==> config.mk <==
export PLATFORM = sky130hd
export DESIGN_NAME = q15a_fold
export DESIGN_NICKNAME = d
export VERILOG_FILES = /design/src/sv/q15a_pkg.sv /design/src/sv/q15a_fold.sv
export SDC_FILE = /design/constraint.sdc
export NUM_CORES = 1
export LEC_CHECK = 0
export ABC_AREA = 1
export BUFFER_PORTS_ARGS = -buffer_cell sky130_fd_sc_hd__buf_4
export CAP_MARGIN = 10
export CORE_AREA = 4 4 88 90
export DETAILED_ROUTE_END_ITERATION = 7
export DIE_AREA = 0 0 92 94
export PLACE_DENSITY = 0.77
export SLEW_MARGIN = 40
export SYNTH_ARGS = -nofsm -noshare
export SYNTH_HDL_FRONTEND = slang
export SYNTH_SLANG_ARGS = --single-unit
==> constraint.sdc <==
create_clock -name clk -period 2.7 [get_ports clk]
set_input_delay 0.27 -clock clk [delete_from_list [all_inputs] [get_ports clk]]
set_output_delay 0.27 -clock clk [all_outputs]
set_load 0.02 [all_outputs]
==> src/sv/q15a_pkg.sv <==
// ----------------------------------------------------------------------------
// q15a_pkg
// Shared widths, side-band flags and CORDIC angle constants for the Q15
// four-quadrant arctangent pipeline.
// ----------------------------------------------------------------------------
package q15a_pkg;

  // Coordinate and magnitude widths.
  localparam int COORD_W = 16;
  localparam int MAG_W   = 16;
  localparam int R_W     = 15;

  // CORDIC datapath: x and y carry 33 guard bits below the Q15 ratio.
  localparam int CRD_ITERS = 48;
  localparam int XY_SHIFT  = 33;
  localparam int XY_W      = 51;

  // Angle accumulator: 1.0 stands for pi, with ANG_FRAC fraction bits.
  localparam int ANG_FRAC  = 50;
  localparam int ANG_W     = 52;
  localparam int ALPHA_W   = 13;
  localparam int ALPHA_LSB = ANG_FRAC - R_W;

  // Scale from radians to accumulator units.
  localparam real PI_REAL   = $acos(-1.0);
  localparam real ANG_SCALE = (2.0 ** ANG_FRAC) / PI_REAL;

  // Output angle codes.
  localparam logic [R_W-1:0]            HALF_PI_Q15 = 15'd16384;
  localparam logic signed [COORD_W-1:0] PI_Q15      = 16'sd32767;
  localparam logic [R_W-1:0]            RATIO_EQUAL = 15'd32767;

  // Flags that travel with a point through the pipeline.
  typedef struct packed {
    logic x_neg;
    logic y_neg;
    logic swap;
    logic zero;
    logic equal;
  } side_t;

  // atan(2^-i) / pi, scaled by 2^ANG_FRAC and rounded.
  function automatic logic signed [ANG_W-1:0] crd_angle(input int i);
    real v;
    v = $atan(2.0 ** (-i)) * ANG_SCALE;
    return ANG_W'(longint'(v));
  endfunction

endpackage

==> src/sv/q15a_fold.sv <==
// ----------------------------------------------------------------------------
// q15a_fold
// Input stage: takes magnitudes, orders them for the octant ratio and
// records signs and the special cases.
// ----------------------------------------------------------------------------
module q15a_fold (
  input  logic                                 clk,
  input  logic                                 rst_n,
  input  logic                                 en,
  input  logic                                 in_vld,
  input  logic signed [q15a_pkg::COORD_W-1:0]  x_coord,
  input  logic signed [q15a_pkg::COORD_W-1:0]  y_coord,
  output logic                                 vld,
  output logic        [q15a_pkg::MAG_W-1:0]    min_mag,
  output logic        [q15a_pkg::MAG_W-1:0]    max_mag,
  output q15a_pkg::side_t                      side
);

  logic                          vld_r;
  logic [q15a_pkg::MAG_W-1:0]    min_r, max_r, min_nxt, max_nxt;
  logic [q15a_pkg::MAG_W-1:0]    ax, ay;
  q15a_pkg::side_t               side_r, side_nxt;

  // Magnitudes; the most negative code becomes 32768.
  always_comb begin
    ax = x_coord[q15a_pkg::COORD_W-1] ? q15a_pkg::MAG_W'(-x_coord) : q15a_pkg::MAG_W'(x_coord);
    ay = y_coord[q15a_pkg::COORD_W-1] ? q15a_pkg::MAG_W'(-y_coord) : q15a_pkg::MAG_W'(y_coord);
    side_nxt.x_neg = x_coord[q15a_pkg::COORD_W-1];
    side_nxt.y_neg = y_coord[q15a_pkg::COORD_W-1];
    side_nxt.swap  = (ay > ax);
    side_nxt.zero  = (ax == '0) && (ay == '0);
    side_nxt.equal = (ax == ay);
    min_nxt = side_nxt.swap ? ax : ay;
    max_nxt = side_nxt.swap ? ay : ax;
  end

  // Valid bit.
  always_ff @(posedge clk) begin
    if (!rst_n) begin
      vld_r <= 1'b0;
    end else if (en) begin
      vld_r <= in_vld;
    end
  end

  // Payload.
  always_ff @(posedge clk) begin
    if (en) begin
      min_r  <= min_nxt;
      max_r  <= max_nxt;
      side_r <= side_nxt;
    end
  end

  assign vld     = vld_r;
  assign min_mag = min_r;
  assign max_mag = max_r;
  assign side    = side_r;

endmodule

==> impl_metrics.env, run 1 <==
export IMPL_status="completed"
export IMPL_dp_cells=631
export IMPL_hpwlAfterDp_um=6770
export IMPL_hp_class="in -> reg"
export IMPL_setup_violations=0
export IMPL_row_count=31
export IMPL_crit_top_cell="inv_1"
export IMPL_synth_cell_types=31
export IMPL_syn_area_per_cell_um2=7.16
export IMPL_grt_max_degree=51
export IMPL_fmax_mhz=397
export IMPL_dr_pass1_iters=4
export IMPL_critPathBufInv=6
export IMPL_swShare_pct=35.0
export IMPL_synth_area_um2=3070
export IMPL_avgRoutedWirePerCell_um=12.5
export IMPL_ir_worst_vdd_mv=0.160
export IMPL_wl_um=8020
export IMPL_grt_usage_pct=18.9
export IMPL_met1Wirelength_um=3750
export IMPL_p_total_uw=1920
export IMPL_setup_slack_ps=181
export IMPL_clk_pin_slew_ps=60
export IMPL_rsz0062_at_grt="no"
export IMPL_syn_to_final_growth_pct=32.5
export IMPL_cts_setup_buffers=0
export IMPL_pin_count=74
export IMPL_nFillCells=686
export IMPL_clk_latency_ps=280
export IMPL_crit_required_ps=2730
export IMPL_antenna_found_initial=0
export IMPL_max_cap_violations=0
export IMPL_stdcell_count=639
export IMPL_final_common_cell="nand2_1"
export IMPL_synth_seq_area_share_pct=36.8
export IMPL_pwr_share_comb_pct=39.7
export IMPL_final_cell_mix="nand2_1 (141), buf_4 (112), inv_1 (52), edfxtp_1 (37)"
export IMPL_crit_arrival_ps=2550
export IMPL_ant_nets=0
export IMPL_yosys_area_top_type_share_pct=36.2
export IMPL_start_util_pct=43.5
export IMPL_p_per_area_nw_per_um2=471
export IMPL_fin_nets=594
export IMPL_start_kind="input pin"
export IMPL_path_cells="buf_4 > inv_1 > ha_1 > inv_1 > nor2_1 > inv_1 > a31oi_1 > inv_1 > ha_1 > nand2_1 > nor3_1 > nand2_1 > nand2_1 > buf_12 > o21ai_1"
export IMPL_criticalPathCategory="in -> reg"
export IMPL_pre_cts_slack_ps=-104
export IMPL_drt_vias_per_instance=4.70
export IMPL_timing_final_hold_violations=0
export IMPL_die_area_um2=8650
export IMPL_grt_pass1_wl_um=12900
export IMPL_dieWidth_um=92
export IMPL_p_seq_share_pct=40.6
export IMPL_wl_met3_um=344
export IMPL_cpPeakStageDelay_ps=290
export IMPL_final_area_um2=4070
export IMPL_highest_layer="met4"
export IMPL_h_tree_depth=2
export IMPL_min_period_ps=2520
export IMPL_cts_resized_gates=0
export IMPL_power_switching_uw=671
export IMPL_n_antenna_cell=0
export IMPL_core_um2=7060
export IMPL_vias=3002
export IMPL_tightest_slew_ps=479
export IMPL_ys_ff_latch=38
export IMPL_yosysWarningCount=0
export IMPL_slew_viol_final=0
export IMPL_max_slew_margin_pct=67.7
export IMPL_cts_buffers=5
export IMPL_die_height_um=94
export IMPL_overflow=0
export IMPL_power_share_clock_pct=19.7
export IMPL_drc=0
export IMPL_clockBufferDepth=2
export IMPL_skew_ps=0
export IMPL_crit_family="simple AND/OR/NAND/NOR gates"
export IMPL_p_int_uw=1240
export IMPL_io_buffers=73
export IMPL_critPathSlowestCell="ha_1"
export IMPL_grt_pass1_vias=2803
export IMPL_post_route_period_util_pct=93.3
export IMPL_clock_sinks=38
export IMPL_cts_root_buffer="clkbuf_8"
export IMPL_netlist_instances=429
export IMPL_p_leak_uw=0.00206
export IMPL_hold_buffers=0
export IMPL_cp_max_fo=50
export IMPL_synthTopCellsByArea="edfxtp_1 (36%), nand2_1 (17%), ha_1 (7.7%), inv_1 (6.4%), nand3_1 (5.0%)"
export IMPL_gp_congestion=0.885
export IMPL_cp_end_kind="flip-flop"
export IMPL_dr_first_iter_drc_count=122
export IMPL_met2WireLength_um=3790
export IMPL_fin_util_pct=57.7
export IMPL_synth_nets=484
export IMPL_drive_gt1_share_pct=30.0
export IMPL_synth_top_area_cell="edfxtp_1"
export IMPL_cts_tree="yes"
export IMPL_placed_area_um2=3990
[worst register-to-register path, cell delays in order (launching register included)]
cell and delay [ps]:
dfxtp_1 320, o21ai_0 170, a21oi_1 60
[metrics by stage]
stage / TNS [ps] / hold WS [ps]
after global placement: -1160 / 506
after CTS: 0 / 235
after detailed placement: -2190 / 534
after global routing: 0 / 240
after floorplan: 0 / 363
final: 0 / 230
[cell families (layout without fill, tap and decap cells)]
kind of cell	count (synthesis)	count (layout)	synth area share, %
compound gates	52	52	9.12
simple gates	243	243	35.3
buf+inv	75	186	10.2
xor+xnor	2	2	0.815
fa+ha+maj	19	19	7.74
flops	38	38	36.8
[registers in the layout, indices dropped and copies added, names as in the netlist]
| name | count |
|---|---|
| max_mag | 16 |
| min_mag | 16 |
| side | 5 |
| vld | 1 |
[power by group through the flow]
stage	Sequential, uW	Clock (uW)	Combinational, uW
2_1_floorplan	902	0	331
3_3_place_gp	789	0	750
3_5_place_dp	794	0	763
4_1_cts	781	390	765
5_1_grt	789	407	844
6_report	779	377	760
[area by class of cell]
cell class,instances,area [um^2],share of cell area (%)
well taps,99,124,3.04
flip-flops and latches,38,1130,27.8
clock buffers,6,72.6,1.78
multi-input cells,316,1630,40.0
inverters,65,244,5.99
clock inverters,2,10.0,0.246
repair buffers,113,861,21.1
[synth_stat cells (all sizes together)]
cell type	n
ha	19
nand3	34
nor2	40
clkinv	2
o21ai	38
nor3	3
a21oi	10
nand4	6
dfxtp	1
and2	1
o211ai	2
xor2	2
inv	63
nand3b	3
a31oi	1
o21bai	1
nand2	156
buf	10
edfxtp	37
[metal layers]
layer | up-vias | GRT usage (%)
met5 | - | 0
met4 | 0 | 6.31
met3 | 12 | 2.24
met2 | 69 | 33.3
met1 | 1315 | 24.0
li1 | 1606 | -
[final timing paths]
check                                      start                    end  cells after the start  slack (ps)
worst min register to register  vld$_SDFFE_PN0P_       vld$_SDFFE_PN0P_                      2         570
worst max register to register  vld$_SDFFE_PN0P_       vld$_SDFFE_PN0P_                      2        2030
worst min-delay path                      in_vld       vld$_SDFFE_PN0P_                      3         230
worst max-delay path                  y_coord[0]  min_mag[11]$_DFFE_PP_                     15         180
Power figures use the tool's default switching activity.
==> run 2: changes to the inputs <==
--- a/config.mk
+++ b/config.mk
@@ -8,10 +8,11 @@
 export ABC_AREA = 1
 export BUFFER_PORTS_ARGS = -buffer_cell sky130_fd_sc_hd__buf_4
 export CAP_MARGIN = 10
-export CORE_AREA = 4 4 88 90
+export CORE_AREA = 4 4 83 85
+export CTS_BUF_LIST = sky130_fd_sc_hd__clkbuf_16
 export DETAILED_ROUTE_END_ITERATION = 7
-export DIE_AREA = 0 0 92 94
-export PLACE_DENSITY = 0.77
+export DIE_AREA = 0 0 87 89
+export PLACE_DENSITY = 0.84
 export SLEW_MARGIN = 40
 export SYNTH_ARGS = -nofsm -noshare
 export SYNTH_HDL_FRONTEND = slang
==> run 2 against run 1 <==
  * Clock power increased by 45%
  * Core utilization rose by 7.8 points
  * Clock skew is the same
  * Final cell count is 4.4% lower
  * Critical path type unchanged
  * Critical endpoint is now min_mag[0]$_DFFE_PP_
==> impl_metrics.env, run 2 (same netlist as run 1, synthesis figures left out) <==
export IMPL_dieWidth_um=87
export IMPL_swShare_pct=33.1
export IMPL_path_cells="buf_4 > nor2_2 > nand2_2 > o21ai_1 > xor2_1 > inv_1 > ha_1 > a21oi_1 > nor2_1 > nor2_1 > nand3_1 > nand2_1 > nand2_1 > nand2_2 > buf_4 > o21ai_0"
export IMPL_critPathSlowestCell="ha_1"
export IMPL_dp_cells=603
export IMPL_grt_max_degree=40
export IMPL_core_um2=6200
export IMPL_ant_nets=0
export IMPL_final_cell_mix="nand2_1 (140), buf_4 (106), inv_1 (53), edfxtp_1 (37)"
export IMPL_fmax_mhz=410
export IMPL_clk_pin_slew_ps=60
export IMPL_cts_root_buffer="clkbuf_16"
export IMPL_reg2regPathDepth=2
export IMPL_setup_violations=0
export IMPL_p_leak_uw=0.00206
export IMPL_die_height_um=89
export IMPL_hp_class="in -> reg"
export IMPL_drive_gt1_share_pct=29.6
export IMPL_grt_usage_pct=21.6
export IMPL_hp_start="in_vld"
export IMPL_fin_nets=588
export IMPL_start_kind="input pin"
export IMPL_h_tree_depth=2
export IMPL_regToRegStartpoint="vld$_SDFFE_PN0P_"
export IMPL_gp_congestion=0.943
export IMPL_hold_buffers=0
export IMPL_ir_worst_vdd_mv=0.402
export IMPL_cp_max_fo=14
export IMPL_hpwlAfterDp_um=6530
export IMPL_criticalPathCategory="in -> reg"
export IMPL_skew_ps=0
export IMPL_crit_arrival_ps=2470
export IMPL_clockBufferDepth=2
export IMPL_min_path_cells=3
export IMPL_cpPeakStageDelay_ps=320
export IMPL_die_area_um2=7740
export IMPL_fin_util_pct=65.5
export IMPL_syn_to_final_growth_pct=32.2
export IMPL_status="completed"
export IMPL_pre_cts_slack_ps=-37.1
export IMPL_crit_required_ps=2730
export IMPL_regArea_um2=1130
export IMPL_row_count=29
export IMPL_rsz0062_at_grt="no"
export IMPL_cts_buffers=5
export IMPL_timing_final_hold_violations=0
export IMPL_setup_slack_ps=260
export IMPL_antenna_found_initial=0
export IMPL_dr_pass1_iters=5
export IMPL_fin_tns_setup_ps=0
export IMPL_stdcell_count=611
export IMPL_p_seq_share_pct=37.4
export IMPL_wl_um=7980
export IMPL_drc=0
export IMPL_clk_latency_ps=270
export IMPL_power_switching_uw=692
export IMPL_rrSetupSlack_ps=2060
export IMPL_io_buffers=73
export IMPL_pwr_share_comb_pct=36.5
export IMPL_cp_end_kind="flip-flop"
export IMPL_grt_pass1_vias=2845
export IMPL_p_int_uw=1400
export IMPL_tightest_slew_ps=485
export IMPL_critPathBufInv=3
export IMPL_crit_family="simple AND/OR/NAND/NOR gates"
export IMPL_vias=3116
export IMPL_final_common_cell="nand2_1"
export IMPL_r2r_end="vld$_SDFFE_PN0P_"
export IMPL_p_per_area_nw_per_um2=515
export IMPL_start_util_pct=49.5
export IMPL_avgRoutedWirePerCell_um=13.1
export IMPL_clock_sinks=38
export IMPL_drt_vias_per_instance=5.10
export IMPL_nFillCells=537
export IMPL_n_antenna_cell=0
export IMPL_dr_first_iter_drc_count=213
export IMPL_max_cap_violations=0
export IMPL_slew_viol_final=0
export IMPL_pin_count=74
export IMPL_power_share_clock_pct=26.2
export IMPL_cts_tree="yes"
export IMPL_min_period_ps=2440
export IMPL_post_route_period_util_pct=90.4
export IMPL_max_slew_margin_pct=67.6
export IMPL_holdPathEnd="vld$_SDFFE_PN0P_"
export IMPL_overflow=0
export IMPL_multi_input_area_um2=1640
export IMPL_grt_pass1_wl_um=13200
[run 2: cell types whose count changed in the layout (fill, tap and decap cells not counted), sizes merged]
cell    change
clkbuf      -1
inv         +1
buf         -6
[run 2: layer usage]
layer / track usage, % / vias up / part of all wire (%)
li1: - / 1596 / -
met1: 27.7 / 1394 / 42
met2: 37.1 / 113 / 48
met3: 3.32 / 13 / 7.5
met4: 7.22 / 0 / 1.8
met5: 0 / - / 0
[run 2: how the worst max path moves through the flow]
stage / from / end / slack [ps] / depth (start not counted)
4_1_cts: x_coord[2] / min_mag[0]$_DFFE_PP_ / 210 / 16
5_1_grt: x_coord[1] / max_mag[1]$_DFFE_PP_ / 20 / 19
3_3_place_gp: x_coord[0] / min_mag[0]$_DFFE_PP_ / 10 / 15
2_1_floorplan: y_coord[0] / max_mag[1]$_DFFE_PP_ / 250 / 17
3_5_place_dp: x_coord[2] / min_mag[0]$_DFFE_PP_ / -40 / 16
6_report: x_coord[2] / min_mag[0]$_DFFE_PP_ / 260 / 16
[run 2: timing repair]
| action | 4_1_cts | 5_1_grt |
|---|---|---|
| endpoints found under the setup margin | 0 | 31 |
| gates resized for setup | 0 | 2 |
| setup buffers | 0 | 0 |
[run 2: per-stage QoR]
step | hold slack (ps) | area, um^2 | power [uW]
finish | 244 | 4060 | 2090
floorplan | 363 | 3070 | 1230
global placement | 509 | 3920 | 1520
detailed placement | 527 | 3920 | 1550
global route | 248 | 4060 | 2210
CTS | 244 | 4050 | 2090
[run 2: final cells by class]
class	instances	share of cell area, %
clock inverter	3	0.339
tap	77	2.37
clock buffer	5	3.08
multi-input combinational	316	40.3
sequential	38	27.8
inverter	65	6.01
timing repair buffer	107	20.1
[run 2: worst reg2reg max path: cells and delay by family (launching register included)]
family	cells	cell delay (ps)
compound gates	2	200
flops	1	300
[run 2: power groups by stage]
stage	Sequential [uW]	Clock [uW]	Combinational, uW
floorplan	902	0	331
global placement	790	0	733
detailed placement	794	0	753
CTS	782	553	759
global route	789	576	841
finish	781	547	763
