$ cat src/sv/q15a_pkg.sv
// ----------------------------------------------------------------------------
// q15a_pkg
// Shared widths, side-band flags and CORDIC angle constants for the Q15
// four-quadrant arctangent pipeline.
// ----------------------------------------------------------------------------
package q15a_pkg;

  // Coordinate and magnitude widths.
  localparam int COORD_W = 16;
  localparam int MAG_W   = 16;
  localparam int R_W     = 15;

  // CORDIC datapath: x and y carry 33 guard bits below the Q15 ratio.
  localparam int CRD_ITERS = 48;
  localparam int XY_SHIFT  = 33;
  localparam int XY_W      = 51;

  // Angle accumulator: 1.0 stands for pi, with ANG_FRAC fraction bits.
  localparam int ANG_FRAC  = 50;
  localparam int ANG_W     = 52;
  localparam int ALPHA_W   = 13;
  localparam int ALPHA_LSB = ANG_FRAC - R_W;

  // Scale from radians to accumulator units.
  localparam real PI_REAL   = $acos(-1.0);
  localparam real ANG_SCALE = (2.0 ** ANG_FRAC) / PI_REAL;

  // Output angle codes.
  localparam logic [R_W-1:0]            HALF_PI_Q15 = 15'd16384;
  localparam logic signed [COORD_W-1:0] PI_Q15      = 16'sd32767;
  localparam logic [R_W-1:0]            RATIO_EQUAL = 15'd32767;

  // Flags that travel with a point through the pipeline.
  typedef struct packed {
    logic x_neg;
    logic y_neg;
    logic swap;
    logic zero;
    logic equal;
  } side_t;

  // atan(2^-i) / pi, scaled by 2^ANG_FRAC and rounded.
  function automatic logic signed [ANG_W-1:0] crd_angle(input int i);
    real v;
    v = $atan(2.0 ** (-i)) * ANG_SCALE;
    return ANG_W'(longint'(v));
  endfunction

endpackage

$ cat src/sv/q15a_div.sv
// ----------------------------------------------------------------------------
// q15a_div
// Pipelined restoring divider: one quotient bit per stage gives the Q15
// ratio min * 2^15 / max, truncated toward zero.
// ----------------------------------------------------------------------------
module q15a_div (
  input  logic                               clk,
  input  logic                               rst_n,
  input  logic                               en,
  input  logic                               in_vld,
  input  logic [q15a_pkg::MAG_W-1:0]         min_mag,
  input  logic [q15a_pkg::MAG_W-1:0]         max_mag,
  input  q15a_pkg::side_t                    in_side,
  output logic                               vld,
  output logic [q15a_pkg::R_W-1:0]           ratio,
  output q15a_pkg::side_t                    side
);

  localparam int N = q15a_pkg::R_W;

  logic                           v_r    [N];
  logic [q15a_pkg::MAG_W-1:0]     rem_r  [N];
  logic [q15a_pkg::MAG_W-1:0]     den_r  [N];
  logic [q15a_pkg::R_W-1:0]       q_r    [N];
  q15a_pkg::side_t                side_r [N];

  for (genvar k = 0; k < N; k++) begin : g_stage
    logic                         v_in;
    logic [q15a_pkg::MAG_W-1:0]   rem_in, den_in;
    logic [q15a_pkg::R_W-1:0]     q_in;
    q15a_pkg::side_t              side_in;
    logic [q15a_pkg::MAG_W:0]     rem2;
    logic                         ge;
    logic [q15a_pkg::MAG_W-1:0]   rem_nxt;

    if (k == 0) begin : g_first
      assign v_in    = in_vld;
      assign rem_in  = min_mag;
      assign den_in  = max_mag;
      assign q_in    = '0;
      assign side_in = in_side;
    end else begin : g_next
      assign v_in    = v_r[k-1];
      assign rem_in  = rem_r[k-1];
      assign den_in  = den_r[k-1];
      assign q_in    = q_r[k-1];
      assign side_in = side_r[k-1];
    end

    // Shift, compare and conditionally subtract.
    always_comb begin
      rem2    = {rem_in, 1'b0};
      ge      = (rem2 >= {1'b0, den_in});
      rem_nxt = ge ? q15a_pkg::MAG_W'(rem2 - {1'b0, den_in}) : q15a_pkg::MAG_W'(rem2);
    end

    always_ff @(posedge clk) begin
      if (!rst_n) begin
        v_r[k] <= 1'b0;
      end else if (en) begin
        v_r[k] <= v_in;
      end
    end

    always_ff @(posedge clk) begin
      if (en) begin
        rem_r[k]  <= rem_nxt;
        den_r[k]  <= den_in;
        q_r[k]    <= {q_in[q15a_pkg::R_W-2:0], ge};
        side_r[k] <= side_in;
      end
    end
  end

  // Equal magnitudes use the fixed ratio just below one.
  assign vld   = v_r[N-1];
  assign ratio = side_r[N-1].equal ? q15a_pkg::RATIO_EQUAL : q_r[N-1];
  assign side  = side_r[N-1];

endmodule

$ cat config.mk
export PLATFORM = sky130hd
export DESIGN_NAME = q15a_div
export DESIGN_NICKNAME = d
export VERILOG_FILES = /design/src/sv/q15a_pkg.sv /design/src/sv/q15a_div.sv
export SDC_FILE = /design/constraint.sdc
export NUM_CORES = 1
export LEC_CHECK = 0
export ABC_CLOCK_PERIOD_IN_PS = 6400
export BUFFER_PORTS_ARGS = -buffer_cell sky130_fd_sc_hd__buf_2
export CAP_MARGIN = 20
export CORE_MARGIN = 2
export CORE_UTILIZATION = 55
export DETAILED_ROUTE_END_ITERATION = 16
export PLACE_DENSITY = 0.71
export SYNTH_ARGS = -nofsm -noshare
export SYNTH_HDL_FRONTEND = slang
export SYNTH_SLANG_ARGS = --single-unit
$ cat constraint.sdc
create_clock -name clk -period 6.4 [get_ports clk]
set_input_delay 0.64 -clock clk [delete_from_list [all_inputs] [get_ports clk]]
set_output_delay 0.64 -clock clk [all_outputs]
set_load 0.01 [all_outputs]
==> impl_metrics.json, run 1 <==
{
  "drt-met1-wl_mm": 25.2,
  "grt_pass1_wl_mm": 101,
  "fmax_mhz": 272,
  "cts_tree": "built",
  "antenna_found_initial": 0,
  "grt_pass1_vias": 20642,
  "worstMarginPinSlew_ns": 0.925,
  "final_cell_mix": "657 x edfxtp_1, 307 x inv_1, 239 x ha_1, 179 x nand2_1, 164 x o21ai_0",
  "comb_power_share": 0.391,
  "crit_arrival_ns": 4.02,
  "critPathMaxFanout": 17,
  "final_common_cell": "edfxtp_1",
  "criticalPathCategory": "reg -> reg",
  "period_minus_slack_ns": 3.67,
  "numClockSinks": 658,
  "synth_area_leaders": "edfxtp_1 59%, ha_1 9.0%, inv_1 3.5%",
  "firstDrtPassIters": 5,
  "htreeDepth": 3,
  "synth_nets": 2950,
  "worstPathRequired_ns": 6.74,
  "hpwl_mm": 43.7,
  "fin_util": 0.611,
  "ys_seq_elements": 658,
  "synth_flop_cell": "edfxtp_1",
  "hold_slack_ns": 0.222,
  "grt.total_usage": 0.198,
  "clkPwrFrac": 0.222,
  "route.detailed.drc": 0,
  "cp-end-kind": "flop",
  "drive_gt1_frac": 0.107,
  "yosys.area.top_type": "edfxtp_1",
  "dr_wl_met2_mm": 30.9,
  "syn-instance-count": 2656,
  "row_count": 90,
  "fillers": 4536,
  "clock_latency_ns": 0.61,
  "cts-resized-gates": 0,
  "nets": 3058,
  "ys_seq_area_frac": 0.594,
  "drv_slew": 0,
  "initial_core_util": 0.553,
  "netlist.area_leader.share": 0.594,
  "syn-cell-area_sq_um": 33200,
  "viasPerCell": 5.63,
  "grt_max_degree": 119,
  "max-clock-path-buffers": 3,
  "wire_per_inst_um": 17.0,
  "area_delta_synth_final_pct": 10.4,
  "cap_violations": 0,
  "routed_wl_mm": 61.2,
  "switching_power_mw": 5.86,
  "hold_viol_final": 0,
  "hold_class": "in -> reg",
  "cts_made_buffers": 70,
  "floorplan.die.width_um": 250,
  "postCtsHoldBufs": 0,
  "dieArea_sq_um": 62400,
  "finalSetupViolCount": 0,
  "status": "completed",
  "postSynthAreaPerCell_sq_um": 12.5,
  "leakagePower_nw": 14.6,
  "maxSlewHeadroom": 0.383,
  "p_int_mw": 11.5,
  "power_density_nw_per_um2": 473,
  "clockRootBuffer": "clkbuf_16",
  "cp-start-kind": "flop",
  "finClkSkew_ns": 0.0271,
  "ant_nets": 0,
  "ys_async_sr_fraction": 0,
  "synth_cell_types": 69,
  "dp_slack_ns": 2.66,
  "vias": 20263,
  "switching_share": 0.338,
  "die_h_um": 250,
  "seqPwrFrac": 0.387,
  "overflow": 0,
  "clk_pin_slew_ns": 0.06,
  "core_area_sq_um": 60000,
  "io_buffers": 61,
  "place.gp.congestion": 0.892,
  "topRoutingLayerUsed": "met4",
  "wl_met3_mm": 2.66,
  "synth_warnings": 0,
  "fin_crit_sh": 0.574,
  "pin_count": 62,
  "drt-initial-drc-count": 1548,
  "ir_worst_vdd_mv": 0.221,
  "rsz0062_at_grt": "false",
  "synth_edf_count": 657,
  "fin_ws_ns": 2.73,
  "finalSetupTns_ns": 0,
  "num_antenna_cells": 0,
  "postCtsSetupRepairBufs": 0
}
-- per-stage QoR --
| step | instances | power, mW | cell area, sq um |
|---|---|---|---|
| after floorplan | 2656 | 11.9 | 33200 |
| after global placement | 3474 | 13.1 | 34500 |
| after detailed placement | 3474 | 13.4 | 34500 |
| after CTS | 3600 | 17.4 | 36700 |
| after global routing | 3600 | 18.5 | 36700 |
| final | 3600 | 17.3 | 36700 |
-- synthesized netlist by cell type, drive strengths merged, types with 5 or more instances --
| master | number |
|---|---|
| a2111oi | 10 |
| a211oi | 20 |
| a21o | 33 |
| a21oi | 156 |
| a31oi | 13 |
| and2 | 15 |
| and3 | 15 |
| buf | 10 |
| clkbuf | 27 |
| edfxtp | 657 |
| fa | 14 |
| ha | 239 |
| inv | 307 |
| mux2 | 101 |
| mux2i | 9 |
| nand2 | 179 |
| nand2b | 23 |
| nand3 | 27 |
| nand4 | 39 |
| nor2 | 135 |
| nor2b | 38 |
| nor3 | 55 |
| nor4 | 5 |
| o211ai | 21 |
| o21a | 44 |
| o21ai | 168 |
| o21bai | 7 |
| o311ai | 6 |
| o31a | 15 |
| o31ai | 14 |
| o41ai | 13 |
| or2 | 24 |
| or3 | 18 |
| xnor2 | 108 |
| xor2 | 48 |
-- sequential cells by signal (all words and copies together), names as in the netlist --
register / cells
den_r: 224
rem_r: 224
q_r: 120
side_r: 75
v_r: 15
-- path summary, 6_finish.rpt --
path	startpoint	end	slack (ns)	cells past startpoint
hold reg to reg	q_r[1][33]$_DFFE_PP_	q_r[1][49]$_DFFE_PP_	0.41	0
setup / recovery	rem_r[1][21]$_DFFE_PP_	rem_r[1][35]$_DFFE_PP_	2.73	10
hold / removal	max_mag[15]	den_r[0][15]$_DFFE_PP_	0.22	1
setup reg to reg	rem_r[1][21]$_DFFE_PP_	rem_r[1][35]$_DFFE_PP_	2.73	10
-- cell type report --
cell class | count | area, sq um | area share
Timing Repair Buffer | 73 | 443 | 0.0121
Clock inverter | 41 | 390 | 0.0106
Sequential cell | 658 | 19700 | 0.539
Inverter | 307 | 1150 | 0.0314
Clock buffer | 85 | 1810 | 0.0493
Tap cell | 782 | 978 | 0.0267
Multi-Input combinational cell | 1654 | 12100 | 0.331
-- kinds of logic after synthesis --
| group | after synthesis | share of synthesized area |
|---|---|---|
| XOR/XNOR | 156 | 0.0411 |
| AND/OR/NAND/NOR | 582 | 0.0836 |
| AO/OA/AOI/OAI | 553 | 0.104 |
| buffers and inverters | 344 | 0.0401 |
| adder cells (fa/ha/maj) | 253 | 0.0985 |
| multiplexers | 110 | 0.0377 |
| flip-flops | 658 | 0.594 |
-- power groups by stage --
stage	Combinational (mW)	Sequential, mW	Clock [mW]
floorplan	5.37	6.56	0
global placement	6.37	6.74	0
detailed placement	6.68	6.77	0
CTS	6.75	6.70	3.95
global route	7.57	6.79	4.12
finish	6.78	6.70	3.85
-- worst max-delay path, stage by stage (launching register included) --
cell      delay [ns]
edfxtp_1        0.39
ha_1            0.38
a21oi_1         0.27
o21ai_1         0.13
or3_1           0.31
a21oi_1         0.17
nor2_1          0.11
nor4_1          0.26
o21ai_1         0.16
a211oi_4        0.80
mux2_2          0.41
-- per-layer routing --
metal | vias to the layer above | GRT usage
met5 | - | 0
met4 | 0 | 0.0904
met3 | 162 | 0.0265
met2 | 480 | 0.348
met1 | 9670 | 0.244
li1 | 9951 | -
Note: power is estimated with default switching activity, not from simulation.
==> inputs of run 2 (changes only) <==
- ABC_AREA: default -> 1
- ABC_CLOCK_PERIOD_IN_PS: 6400 -> 3200
- PLACE_DENSITY: 0.71 -> 0.74
- clock period: 6.4 -> 3.2 ns (I/O delays scaled with it)
==> impl_metrics.json, run 2 <==
{
  "status": "completed",
  "drt-initial-drc-count": 2472,
  "clock_latency_ns": 0.61,
  "drv_slew": 0,
  "num_antenna_cells": 0,
  "die_h_um": 269,
  "netlist.area_leader.share": 0.510,
  "critPathMaxFanout": 17,
  "overflow": 0,
  "dieArea_sq_um": 72400,
  "final_common_cell": "nand2_1",
  "place.gp.congestion": 0.959,
  "grt_pass1_vias": 26475,
  "crit_arrival_ns": 2.83,
  "grt.total_usage": 0.249,
  "hpwl_mm": 67.1,
  "nets": 4835,
  "cp-start-kind": "flop",
  "numClockSinks": 658,
  "initial_core_util": 0.554,
  "cpPeakStageDelay_ns": 0.47,
  "yosysMostFrequentCell": "nand2_1",
  "ys_async_sr_fraction": 0,
  "finalSetupViolCount": 0,
  "crit_end": "rem_r[0][27]$_DFFE_PP_",
  "core_area_sq_um": 69800,
  "period_minus_slack_ns": 2.48,
  "reg2regPathDepth": 12,
  "crit_top_cell": "nand2_1",
  "postSynthAreaPerCell_sq_um": 8.76,
  "routed_wl_mm": 88.9,
  "ir_worst_vdd_mv": 0.412,
  "ys_seq_elements": 658,
  "route.detailed.drc": 0,
  "synth_cell_types": 37,
  "cp_slowest_cell": "edfxtp_1",
  "clockRootBuffer": "clkbuf_16",
  "yosys.area.top_type": "edfxtp_1",
  "worstMarginPinSlew_ns": 0.632,
  "finalSetupTns_ns": 0,
  "area_delta_synth_final_pct": 10.2,
  "syn-cell-area_sq_um": 38600,
  "fmax_mhz": 403,
  "io_buffers": 61,
  "ant_nets": 0,
  "dp_cells": 5380,
  "viasPerCell": 5.11,
  "cts-resized-gates": 0,
  "cp-end-kind": "flop",
  "criticalPathCategory": "reg -> reg",
  "synth_edf_count": 657,
  "htreeDepth": 3,
  "drive_gt1_frac": 0.0760,
  "rsz0062_at_grt": "false",
  "postCtsSetupRepairBufs": 0,
  "vias": 28272,
  "wire_per_inst_um": 16.1,
  "antenna_found_initial": 0,
  "pin_count": 62,
  "worstPathRequired_ns": 3.55,
  "hold_slack_ns": 0.0420,
  "hold_class": "in -> reg",
  "synth_area_leaders": "edfxtp_1 51%, nand2_1 15%, inv_1 7.8%",
  "p_total_mw": 37.4,
  "grt_pass1_wl_mm": 140,
  "rrSetupSlack_ns": 0.72,
  "fin_crit_sh": 0.776,
  "cap_violations": 0,
  "final_cell_mix": "1,563 x nand2_1, 799 x inv_1, 657 x edfxtp_1, 296 x nand3_1, 239 x ha_1",
  "synth_warnings": 0,
  "leakagePower_nw": 20.6,
  "synth_commonest_cells": "1,563 x nand2_1, 799 x inv_1, 657 x edfxtp_1",
  "syn-instance-count": 4414,
  "cp-startpoint": "den_r[0][11]$_DFFE_PP_",
  "finClkSkew_ns": 0.0270,
  "row_count": 97,
  "maxSlewHeadroom": 0.578,
  "power_density_nw_per_um2": 878,
  "firstDrtPassIters": 6,
  "clk_pin_slew_ns": 0.06,
  "synth_nets": 4708,
  "finalNonFillerCells": 5532,
  "reg2reg_from": "den_r[0][11]$_DFFE_PP_",
  "cts_made_buffers": 72,
  "worstReg2RegEnd": "rem_r[0][27]$_DFFE_PP_",
  "crit_chain": "inv_1, ha_1, nand2_1, inv_1, nand2_1, nand2_1, nand2_1, nand2_1, nor2_4, nand2_4, nand3_1, nand2_1",
  "hold_viol_final": 0,
  "max-clock-path-buffers": 3,
  "ys_seq_area_frac": 0.511,
  "floorplan.die.width_um": 269,
  "cts_tree": "built",
  "synth_flop_cell": "edfxtp_1",
  "grt_max_degree": 116,
  "top_regs": "den_r x224, rem_r x224, q_r x120"
}
run 2: logic make-up (layout without fill, tap and decap cells):
family,Yosys count,after routing,synth area share
simple gates,2378,2378,0.271
buf+inv,860,1038,0.0890
flops,658,658,0.511
fa+ha+maj,253,253,0.0846
compound gates,167,167,0.0220
xor+xnor,98,98,0.0222
run 2: repair_timing:
| action | in CTS | in global routing |
|---|---|---|
| hold buffers | 27 | 0 |
| endpoints found under the setup margin | 0 | 0 |
| endpoints found under the hold margin | 27 | 0 |
run 2: critical path, delay by kind of cell, from the launching register on:
family                     cells  cell delay (ns)
and+or+nand+nor                9             1.25
buffers and inverters          2             0.15
DFF                            1             0.47
adders and majority gates      1             0.36
run 2: how the worst min path moves through the flow:
stage,startpoint,end,depth (start not counted)
floorplan,q_r[0][90]$_DFFE_PP_,q_r[0][106]$_DFFE_PP_,0
global route,min_mag[14],rem_r[0][15]$_DFFE_PP_,3
CTS,min_mag[14],rem_r[0][15]$_DFFE_PP_,3
detailed placement,q_r[1][86]$_DFFE_PP_,q_r[1][102]$_DFFE_PP_,0
global placement,side_r[0][24]$_DFFE_PP_,side_r[0][29]$_DFFE_PP_,0
finish,min_mag[14],rem_r[0][15]$_DFFE_PP_,3
run 2: where the power goes:
part / internal [mW] / switching, mW
registers: 12.1 / 1.20
logic: 5.43 / 10.2
clock network: 5.03 / 3.38
run 2: cell type report:
cell class                 count  area [sq um]
fill                        5942         27200
sequential                   658         19700
multi-input combinational   2896         15500
inverter                     812          3060
clock buffer                  85          1920
tap                          940          1180
timing repair buffer         101           771
clock inverter                40           467
run 2: per-stage QoR:
step / utilization / setup WS, ns / cell area, sq um
2_1_floorplan: - / 1.36 / 38600
3_3_place_gp: 0.572 / 0.719 / 39900
3_5_place_dp: 0.572 / 0.726 / 39900
4_1_cts: 0.611 / 0.701 / 42600
5_1_grt: 0.611 / 0.521 / 42600
6_report: 0.611 / 0.718 / 42600
run 2: routing by layer:
metal	track usage	share of wire
met1	0.342	0.45
met2	0.406	0.46
met5	0	0
met4	0.0893	0.032
met3	0.0315	0.055
